File: config.mk
export PLATFORM = sky130hd
export DESIGN_NAME = edf_ctrl
export DESIGN_NICKNAME = d
export VERILOG_FILES = /design/src/hdl/assert_macros.svh /design/src/hdl/edf_pkg.sv /design/src/hdl/edf_ctrl.sv
export SDC_FILE = /design/constraint.sdc
export NUM_CORES = 1
export LEC_CHECK = 0
export ABC_AREA = 1
export BUFFER_PORTS_ARGS = -buffer_cell sky130_fd_sc_hd__buf_2
export CAP_MARGIN = 20
export CORE_AREA = 2 2 39 41
export CTS_BUF_LIST = sky130_fd_sc_hd__clkbuf_16
export DETAILED_ROUTE_END_ITERATION = 12
export DIE_AREA = 0 0 41 43
export SLEW_MARGIN = 20
export SYNTH_ARGS = -nofsm -noshare
export SYNTH_HDL_FRONTEND = slang
export SYNTH_SLANG_ARGS = --single-unit
File: constraint.sdc
create_clock -name clk -period 1.1 [get_ports clk]
set_clock_uncertainty 0.15 [all_clocks]
set_input_delay 0.11 -clock clk [delete_from_list [all_inputs] [get_ports clk]]
set_output_delay 0.11 -clock clk [all_outputs]
set_load 0.005 [all_outputs]
File: src/hdl/assert_macros.svh
// Assertion macros used by the scheduler datapath.
`ifndef ASSERT_MACROS_SVH
`define ASSERT_MACROS_SVH
`ifndef SYNTHESIS
`define ASSERT_PROP(lbl, clk, rst, prop) \
  lbl: assert property (@(posedge clk) disable iff (rst) prop) \
    else $error("assertion failed");
`define ASSERT_NEVER(lbl, clk, rst, expr) \
  lbl: assert property (@(posedge clk) disable iff (rst) !(expr)) \
    else $error("forbidden condition");
`else
`define ASSERT_PROP(lbl, clk, rst, prop)
`define ASSERT_NEVER(lbl, clk, rst, expr)
`endif
`endif

File: src/hdl/edf_pkg.sv
// Types and constants of the EDF task scheduler.
package edf_pkg;
  localparam int MAX_TASKS_DEF = 64;
  localparam int TIME_BITS_DEF = 16;
  localparam int PROG_BITS     = 16;
  localparam int CFG_BITS      = 7;

  typedef enum logic {
    ACT_LOAD = 1'b0,
    ACT_TICK = 1'b1
  } action_t;

  typedef struct packed {
    logic        action;
    logic [5:0]  task_slot;
    logic [15:0] release_time;
    logic [15:0] run_length;
    logic [15:0] deadline;
  } req_t;

  typedef struct packed {
    logic [15:0] tick_time;
    logic        idle;
    logic [5:0]  selected_task;
    logic        switched;
    logic        completed;
    logic [15:0] response_time;
    logic [15:0] turnaround_time;
    logic [15:0] wait_time;
    logic        all_done;
  } res_t;

  typedef enum logic [2:0] {
    ST_IDLE,
    ST_SCAN,
    ST_DRAIN,
    ST_FETCH,
    ST_EXEC
  } state_t;

  typedef struct packed {
    logic load;
    logic tick;
    logic issue;
    logic rd_sel;
    logic exec;
  } cmd_t;

  typedef struct packed {
    logic n_zero;
    logic scan_last;
  } status_t;
endpackage

File: src/hdl/edf_ctrl.sv
// Scheduler controller: sequences load, scan, fetch and execute steps.
module edf_ctrl (
  input  logic            clk,
  input  logic            rst,
  input  logic            start,
  input  logic            action,
  input  edf_pkg::status_t sts,
  output edf_pkg::cmd_t   cmd,
  output logic            busy
);
  import edf_pkg::*;

  state_t state, state_next;

  always_ff @(posedge clk) begin
    if (rst) begin
      state <= ST_IDLE;
    end else begin
      state <= state_next;
    end
  end

  always_comb begin
    state_next = state;
    cmd        = '0;
    busy       = 1'b1;
    case (state)
      ST_IDLE: begin
        busy = 1'b0;
        if (start) begin
          if (action == ACT_LOAD) begin
            cmd.load = 1'b1;
          end else begin
            cmd.tick   = 1'b1;
            state_next = sts.n_zero ? ST_FETCH : ST_SCAN;
          end
        end
      end
      ST_SCAN: begin
        cmd.issue = 1'b1;
        if (sts.scan_last) begin
          state_next = ST_DRAIN;
        end
      end
      ST_DRAIN: state_next = ST_FETCH;
      ST_FETCH: begin
        cmd.rd_sel = 1'b1;
        state_next = ST_EXEC;
      end
      ST_EXEC: begin
        cmd.exec   = 1'b1;
        state_next = ST_IDLE;
      end
      default: state_next = ST_IDLE;
    endcase
  end
endmodule

==> reports/results.ini <==
[timing]
maxSlewHeadroom_pct=84.32
hold_viol_final=0
hold_ws_ns=0.04568
drv_slew=0
worstMarginPinSlew_ns=0.2334
timing.final.crit_share_pct=116.4
layout_setup_ws_ns=-0.1799
layout_min_cycle_time_ns=1.280
setup_viol=7
fmax_mhz=781.3
rsz0062_at_grt=true

[grt]
grt_remaining_overflow=0
grt_pass1_wl_um=765
antenna_found_initial=0
gr-usage-all-layers_pct=7.114
grt_pass1_vias=230
grt_max_degree=8

[cells_and_area]
regMostFlops=state
seq_area_um2=71.32
final_cells=67
layout-drive-gt1-share_pct=64.71
multi_input_area_um2=160.2
area_growth_pct=127.5
fin_nets=58
diodes=0
fillers=155
largest_reg_flops=3
largestRegisters=state x3

[floorplan]
ios=12
dieArea_mm2=0.001763
die_y_um=43
die_x_um=41
rows=14
initial_utilization_pct=14.47
coreArea_mm2=0.001384

[critical_path]
slowest_delay_ns=0.35
arrival_ns=1.02
crit_required_ns=0.84
ff2ff_path_depth=7
r2r_end=state[0]
cp_max_fo=5
critPathCaptureType=output pin
start_kind=flop
path_class=flop to output pin
regToRegSetupSlack_ns=-0.03
crit_chain=nor2_4 > nand2_2 > nor3b_2 > buf_2
timing.rr.start=state[1]
critPathSlowestCell=dfxtp_4
endpoint=cmd[4]
startpoint=state[0]

[outcome]
violations=setup timing
status=finished, violations left

[clock_network]
cts.clk_slew.worst_paths_ns=0.03
clk_latency_ns=0.22
cts_tree=yes
cts_buffers=3
cts_buffer_depth=2
ctsRootBufferMaster=clkbuf_16
htreeDepth=1
clkSinkCount=3

[yosys]
synth_top_area_share_pct=30.00
netlist_instances=30
synth-seq-cells=3
yosys_warnings=0
yosysSeqAreaShare_pct=30.00
synth_top_area_cell=dfxtp_1
yosysUniqueCellTypes=11
synth_area_leaders=dfxtp_1 30%, nand2_1 11%, nor2_1 11%, nand3_2 10%, nor3_1 10%
syn_nets=36
syn_area_per_cell_um2=6.673
netlist_area_um2=200.2

[placed_design]
io_buffer_count=11
dp_cells=57
place_congestion=0.6831
dp_hpwl_um=369.8

[power_and_ir_drop]
power_density_mw_per_mm2=2765
ir_worst_vdd_v=0.001133
p_leak_nw=0.2454

[routing]
routed_wl_um=566
vias=274
ant_nets=0
dr.pass1.iters=4
drtIter0Drc=3
drc_errors=0
wire_per_inst_um=8.448
via_per_inst=4.090

[worst_hold_path]
min_path_type=input port to flop
hold_path_depth=5

[flow_run]
max_cap_violations=0

worst max-delay path, delay by kind of cell, from the launching register on:
family	cells	cell delay [ns]
buf+inv	1	0.12
flops	1	0.35
simple gates	3	0.32
cells in the mapped netlist, drive strengths merged:
cell type,n
nand2,7
nor3,4
nand3,4
dfxtp,3
nor3b,1
inv,4
nor2,7
layer usage:
metal  vias up  track usage (%)  share of wire (%)
met1       121            5.751                 38
met3         2            4.712                 10
met4         0            8.000                3.7
met2        13            10.00                 47
li1        138                -                  -
met5         -                0                  0
logic make-up (layout without fill, tap and decap cells):
family	count (synthesis)	count (layout)	synth area share (%)
buffers and inverters	4	25	7.498
AND/OR/NAND/NOR	23	23	62.50
flip-flops	3	3	30.00
where the power goes:
part / internal, mW / switching, mW / leakage [nW]
Combinational: 0.260 / 0.219 / 0.176
Sequential: 0.154 / 0.0586 / 0.0267
Clock: 0.469 / 0.0986 / 0.0423
final cells by class:
type	instances	area share (%)
Sequential cell	3	15.66
Clock inverter	1	0.8242
Clock buffer	3	16.48
Inverter	4	3.297
Tap cell	16	4.396
Multi-Input combinational cell	23	35.16
Timing Repair Buffer	17	24.18
metrics by stage:
stage	util, %	cell area [um^2]	setup TNS (ns)	power [mW]	setup WS [ns]
after floorplan	-	200.2	0	0.3640	0.1159
after global placement	19.89	275.3	-0.004588	0.4520	-0.004588
after detailed placement	19.89	275.3	-0.02203	0.4588	-0.01203
after CTS	29.66	410.4	-0.6121	1.148	-0.1888
after global routing	32.91	455.4	-1.098	1.342	-0.2709
final	32.91	455.4	-0.6680	1.259	-0.1799
worst min path at each step:
stage / from / endpoint
CTS: sts[1] / state[1]
detailed placement: rst / state[2]
global route: sts[1] / state[1]
global placement: rst / state[2]
finish: sts[1] / state[1]
floorplan: rst / state[2]
repair_timing:
| item | in CTS | in global routing |
|---|---|---|
| endpoints found under the hold margin | 1 | 0 |
| setup endpoints to repair | 6 | 7 |
| hold buffers | 1 | 0 |
| setup buffers | 3 | 2 |
| gates resized for setup | 9 | 7 |
| pin swaps | 2 | 3 |
cells in the final DEF (no fill, tap or decap):
cell / instances
nand2_1: 3
buf_2: 11
clkbuf_16: 3
nor2_1: 6
nand3_4: 1
nor3_1: 3
buf_4: 3
nand2_4: 2
nand3_1: 1
nor3b_2: 1
inv_2: 1
nand2_2: 2
dlygate4sd3_1: 1
dfxtp_4: 3
inv_1: 4
nand3_2: 2
buf_6: 2
nor2_4: 1
nor3_2: 1
Power figures use the tool's default switching activity.
